`config.mk`:
```
export PLATFORM = sky130hd
export DESIGN_NAME = m2q_divlane
export DESIGN_NICKNAME = d
export VERILOG_FILES = /design/src/hw/rtl/m2q_pkg.sv /design/src/hw/rtl/m2q_divlane.sv
export SDC_FILE = /design/constraint.sdc
export NUM_CORES = 2
export LEC_CHECK = 0
export CELL_PAD_IN_SITES_DETAIL_PLACEMENT = 0
export CELL_PAD_IN_SITES_GLOBAL_PLACEMENT = 2
export CORE_MARGIN = 2
export CORE_UTILIZATION = 50
export CTS_CLUSTER_DIAMETER = 80
export CTS_CLUSTER_SIZE = 8
export DETAILED_ROUTE_END_ITERATION = 7
export DONT_BUFFER_PORTS = 1
export PLACE_DENSITY_LB_ADDON = 0.1
export SYNTH_ARGS = -nofsm -noshare
export SYNTH_HDL_FRONTEND = slang
export SYNTH_SLANG_ARGS = --single-unit
export TNS_END_PERCENT = 5
```
`constraint.sdc`:
```
create_clock -name i_clk -period 10.5 [get_ports i_clk]
set_input_delay 1.575 -clock i_clk [delete_from_list [all_inputs] [get_ports i_clk]]
set_output_delay 1.575 -clock i_clk [all_outputs]
set_load 0.01 [all_outputs]
```
`src/hw/rtl/m2q_pkg.sv`:
```
`default_nettype none
package m2q_pkg;
    localparam int FracBits = 14;
    localparam int DataW    = 16;
    localparam int TolW     = 15;
    // T range: trace branch up to 3*32767+one, pivot up to 3*32768+one
    localparam int TW       = 18;
    localparam int RadW     = TW + FracBits;        // radicand width
    localparam int RootW    = (RadW + 1) / 2;       // root width
    localparam int NumW     = 18;                   // |n| up to 65536
    localparam int DvdW     = NumW + FracBits + 1;  // dividend width
    localparam int QW       = DvdW;                 // quotient width
    localparam int TOLRESET = 2;

    typedef logic signed [DataW-1:0] t_sample;

    // flags carried through the divider lanes
    typedef struct packed {
        logic neg;
        logic zero_div;
    } t_lane_flags;
endpackage
`default_nettype wire

```
`src/hw/rtl/m2q_divlane.sv`:
```
`default_nettype none
// pipelined restoring divider, one quotient bit per stage, saturating output
module m2q_divlane (
    input  wire logic                       i_clk,
    input  wire logic                       i_en,
    input  wire logic [m2q_pkg::DvdW-1:0]   i_dvd,
    input  wire logic [m2q_pkg::RootW:0]    i_dvs,
    input  wire m2q_pkg::t_lane_flags       i_flags,
    output logic signed [m2q_pkg::DataW-1:0] o_q
);
    import m2q_pkg::*;

    localparam int RemW = RootW + 2;

    logic [DvdW-1:0]   r_dvd   [1:DvdW];
    logic [RemW-1:0]   r_rem   [1:DvdW];
    logic [RootW:0]    r_dvs   [1:DvdW];
    t_lane_flags       r_flg   [1:DvdW];

    genvar g;
    generate
        for (g = 0; g < DvdW; g++) begin : g_stage
            logic [DvdW-1:0] w_dvd;
            logic [RemW-1:0] w_rem;
            logic [RootW:0]  w_dvs;
            t_lane_flags     w_flg;
            logic [RemW-1:0] n_sh;
            logic [RemW-1:0] n_rem;
            logic [DvdW-1:0] n_dvd;
            if (g == 0) begin : g_src
                assign w_dvd = i_dvd;
                assign w_rem = '0;
                assign w_dvs = i_dvs;
                assign w_flg = i_flags;
            end else begin : g_src
                assign w_dvd = r_dvd[g];
                assign w_rem = r_rem[g];
                assign w_dvs = r_dvs[g];
                assign w_flg = r_flg[g];
            end
            always_comb begin
                n_sh = {w_rem[RemW-2:0], w_dvd[DvdW-1]};
                if (n_sh >= {1'b0, w_dvs}) begin
                    n_rem = n_sh - {1'b0, w_dvs};
                    n_dvd = {w_dvd[DvdW-2:0], 1'b1};
                end else begin
                    n_rem = n_sh;
                    n_dvd = {w_dvd[DvdW-2:0], 1'b0};
                end
            end
            always_ff @(posedge i_clk) begin
                if (i_en) begin
                    r_rem[g+1] <= n_rem;
                    r_dvd[g+1] <= n_dvd;
                    r_dvs[g+1] <= w_dvs;
                    r_flg[g+1] <= w_flg;
                end
            end
        end
    endgenerate

    logic [QW-1:0] w_q;
    always_comb begin
        w_q = r_dvd[DvdW];
        if (r_flg[DvdW].zero_div) begin
            o_q = '0;
        end else if (r_flg[DvdW].neg) begin
            o_q = (w_q >= QW'(32768)) ? 16'sh8000 : DataW'(-$signed({1'b0, w_q}));
        end else begin
            o_q = (w_q >= QW'(32767)) ? 16'sh7fff : DataW'(w_q);
        end
    end
endmodule
`default_nettype wire

```
Word-level counts from Yosys, hierarchy flattened
Memories as Yosys holds them, arrays and structs flattened.
Cells that the tools add are included.
- word-level logic and storage cells: 145
- bits in read-only memories: 0
- flip-flop bits (word level): 0
- memories kept: 4
- memory bits (writable): 2310
- latch bits: 0
- memories (name ; depth ; bits a word ; read ports ; clocked after memory_dff ; write ports ; line ; source):
    r_dvd ; 33 ; 33 ; 33 ; 0 ; 33 ; m2q_divlane.sv:15 ; logic [DvdW-1:0] r_dvd [1:DvdW];
    r_rem ; 33 ; 18 ; 32 ; 0 ; 33 ; m2q_divlane.sv:16 ; logic [RemW-1:0] r_rem [1:DvdW];
    r_dvs ; 33 ; 17 ; 32 ; 0 ; 33 ; m2q_divlane.sv:17 ; logic [RootW:0] r_dvs [1:DvdW];
    r_flg ; 33 ; 2 ; 33 ; 0 ; 33 ; m2q_divlane.sv:18 ; t_lane_flags r_flg [1:DvdW];
- order comparisons: 35
- div/mod/pow operators: 0
- add/sub/neg operators: 34
- bitwise gates (word level): 0
- reductions and logical operators: 0
- muxes and demuxes: 72
- equal/unequal tests: 0
- multiply operators: 0
- shifts and indexed selects: 0
- operators with widths (operator ; number):
    2-to-1 mux 18 bit ; 33
    greater-or-equal comparator 18 x 17 -> 1 bit ; 32
    subtractor 18 x 17 -> 18 bit ; 32
    2-to-1 mux 16 bit ; 4
    2-to-1 mux 1 bit ; 35
    greater-or-equal comparator 33 x 15 -> 1 bit, second input constant ; 1
    greater-or-equal comparator 33 x 16 -> 1 bit, second input constant ; 1
    subtractor 1 x 17 -> 18 bit ; 1
    greater-or-equal comparator 1 x 17 -> 1 bit ; 1
    negator 16 bit ; 1

Depth between registers and ports, before layout
An unclocked memory read counts as a cell.
- depth in word-level cells: 5
- gate-level depth with buffers: 13

Worst setup path before layout
No wires, ideal clock.
- path kind: register -> output
- start: reg r_dvd[0][1090] (netlist name)
- end: out o_q[13] (netlist name)
- arrival time: 2.289 ns
- stages on the path, launching flop included: 6
- path slack: 6.636 ns
- buffers on the path: 0
- required time: 8.925 ns
- cell sequence: edfxtp_1 or3_1 or3_1 or3_1 or3_1 a311oi_1
- RTL lines (element ; line ; source):
    end: declaration ; m2q_divlane.sv:9 ; output logic signed [m2q_pkg::DataW-1:0] o_q

==> results.json <==
{
  "status": "finished, final reports clean",
  "cts_buffers": 330,
  "syn_nets": 7866,
  "powerDensity_nw_per_um2": 294,
  "placed_area_um2": 104000,
  "postCtsSetupRepairBufs": 0,
  "synth_edf_count": 2243,
  "core_um2": 200000,
  "cts_resized": 0,
  "ant_nets": 0,
  "slew_headroom_pct": 12.9,
  "ff2ff_path_depth": 11,
  "avgViaCountPerCell": 5.40,
  "grt_use_met2_pct": 29.0,
  "start_util_pct": 50.3,
  "grt_use_total_pct": 18.2,
  "dieWidth_um": 452,
  "rows": 164,
  "finalCritPeriodShare_pct": 49.5,
  "cp-end-kind": "output pin",
  "crit_fanout": 13,
  "crit_type": "register to output pin",
  "avgRoutedWirePerCell_um": 18.3,
  "ctsHoldBuffers": 0,
  "synth_top_area_share_pct": 67.1,
  "cts.sinks": 2243,
  "die_h_um": 452,
  "drive_gt1_share_pct": 8.52,
  "reg2reg_from": "r_dvd[0][1022]",
  "fin_setup_tns_ns": 0,
  "dp_hpwl_um": 126000,
  "synth_top_area_cell": "edfxtp_1",
  "peakVddDrop_uv": 179,
  "finalClockSkew_ns": 0.0636,
  "min_path_type": "register to register",
  "tightestPinTransition_ns": 1.31,
  "postRouteWirelength_um": 186000,
  "cts_max_level": 5,
  "hold_depth": 0,
  "hold_violations": 0,
  "drt-initial-drc-count": 3906,
  "antenna_found_initial": 1,
  "slowest_delay_ns": 0.69,
  "clk_pin_slew_worst_paths_ns": 0.05,
  "syn_inst": 7233,
  "worstHoldEndpoint": "r_dvd[0][509]",
  "nets": 8121,
  "place_congestion": 0.833,
  "yosys-top-cells-count": "2,243 x edfxtp_1, 699 x inv_1, 548 x ha_1",
  "synthTopCellsByArea": "edfxtp_1 67%, ha_1 6.8%, inv_1 2.6%",
  "rrSetupSlack_ns": 6.51,
  "synth_seq_cells": 2243,
  "ys_types": 89,
  "min_from": "r_dvd[0][475]",
  "whs_ns": 0.369,
  "fp.dieArea_um2": 204000,
  "ctsRootBufferMaster": "clkbuf_16",
  "cp_cell_sequence": "or4_1, or4_1, a21o_1, nor2_1, a31oi_1, nor2_1, a311oi_1",
  "cap_violations": 0,
  "globalRoute.totalOverflow": 0,
  "cp-start-kind": "register",
  "vias": 54893,
  "grt_max_degree": 307,
  "r2r_end": "r_rem[0][561]",
  "yosysMostFrequentCell": "edfxtp_1",
  "drv_slew": 0,
  "synth.avg_cell_area_um2": 13.9,
  "crit_required_ns": 8.93,
  "setup_viol": 0,
  "cts_tree": "built",
  "leakage_nw": 42.7,
  "clk_latency_ns": 0.90,
  "numPortBuffers": 0,
  "period_needed_ns": 5.19,
  "cts_buffer_depth": 4,
  "io_pins": 70,
  "slowest_stage": "nor2_1",
  "worstPathArrival_ns": 3.62,
  "grt_pass1_wl_um": 297000,
  "synthToLayoutAreaGrowth_pct": 12.1,
  "fmax_mhz": 193,
  "async_reset_ff_share_pct": 0,
  "fin_area_um2": 112000,
  "ys_seq_area_share_pct": 67.1,
  "drc": 0,
  "use_met3_pct": 2.85,
  "synthFlopType": "edfxtp_1",
  "syn_area_um2": 100000,
  "drt_first_pass_iters": 6,
  "rsz0062_at_grt": "false",
  "fill_cells": 15939,
  "yosysWarnings": 0,
  "grt_pass1_vias": 55083,
  "top_usage_layer": "met2",
  "met1_usage_pct": 25.6
}
report_power, final:
part           internal [mW]  leakage, nW  switching, mW
registers               12.3         21.9          0.956
logic                   4.75         16.6           6.05
clock network           5.65         4.24           3.40
total                   22.7         42.7           10.4
sequential cells by signal (all words and copies together), names as in the netlist:
register  flops
r_dvd      1089
r_dvs       544
r_flg        66
r_rem       544
cells by family (layout without fill, tap and decap cells):
family	count (synthesis)	after routing	share of synthesized area, %
buffers and inverters	810	1081	3.06
other	0	2	0
XOR/XNOR	389	389	3.40
AO/OA/AOI/OAI	1645	1645	10.3
AND/OR/NAND/NOR	1341	1341	6.18
flip-flops	2243	2243	67.1
adder cells (fa/ha/maj)	579	579	7.45
multiplexers	226	226	2.54
how the worst max path moves through the flow:
stage                    from             to  slack (ns)  cells after the start
5_1_grt        r_dvd[0][1107]         o_q[4]        5.03                      8
3_5_place_dp             i_en  r_dvd[0][634]        5.51                      4
4_1_cts        r_dvd[0][1105]         o_q[7]        5.21                      7
2_1_floorplan  r_dvd[0][1090]        o_q[13]        6.64                      5
6_report       r_dvd[0][1105]        o_q[12]        5.31                      7
3_3_place_gp             i_en  r_dvd[0][702]        5.62                      4
routing by layer:
metal,part of all wire (%),wire length [um]
met1,47,88300
met2,46,85900
met4,2.9,5320
met5,0,0
met3,3.5,6430
area by class of cell:
| class | instances | area (um2) | share of cell area [%] |
|---|---|---|---|
| diodes | 2 | 5.00 | 0.00445 |
| flip-flops and latches | 2243 | 67400 | 59.9 |
| well taps | 2656 | 3320 | 2.96 |
| inverters | 700 | 2630 | 2.34 |
| multi-input cells | 4180 | 30000 | 26.7 |
| repair buffers | 33 | 508 | 0.452 |
| clock inverters | 4 | 38.8 | 0.0345 |
| clock buffers | 344 | 8570 | 7.62 |
critical path, delay by kind of cell, from the launching register on:
kind,cells,cell delay (ns)
and+or+nand+nor,4,1.93
DFF,1,0.38
AOI/OAI and AO/OA,3,0.43
metrics by stage:
step                      total power, mW  instances  setup WS (ns)  util [%]
after floorplan                      21.3       7233           6.64         -
final                                33.1      10162           5.31      56.3
after global placement               24.1       9809           5.62      52.0
after CTS                            33.4      10157           5.21      56.3
after detailed placement             24.1       9809           5.51      52.0
after global routing                 35.3      10160           5.03      56.3
placed cells by master, fill, tap and decap left out, types with 16 or more instances in the layout:
cell type,count
nor2_1,407
clkbuf_16,342
edfxtp_1,2243
a41oi_1,16
nor2b_1,64
nand2b_1,78
a311oi_1,16
o21a_1,90
mux2i_1,20
mux2_2,198
nor3_1,74
o211ai_1,29
nor4_1,27
xor2_1,175
a21o_1,132
nand3_1,62
fa_1,31
buf_4,20
a21boi_0,27
nand4_1,48
o21ai_0,438
ha_1,548
nand2_1,446
o31a_1,18
inv_1,699
and3_1,35
o31ai_1,41
or3_1,31
a211o_1,21
a21oi_1,487
a31oi_1,66
a2111oi_0,23
o21bai_1,46
a211oi_1,64
xnor2_1,214
No activity file was read; power rests on OpenSTA's default activity.
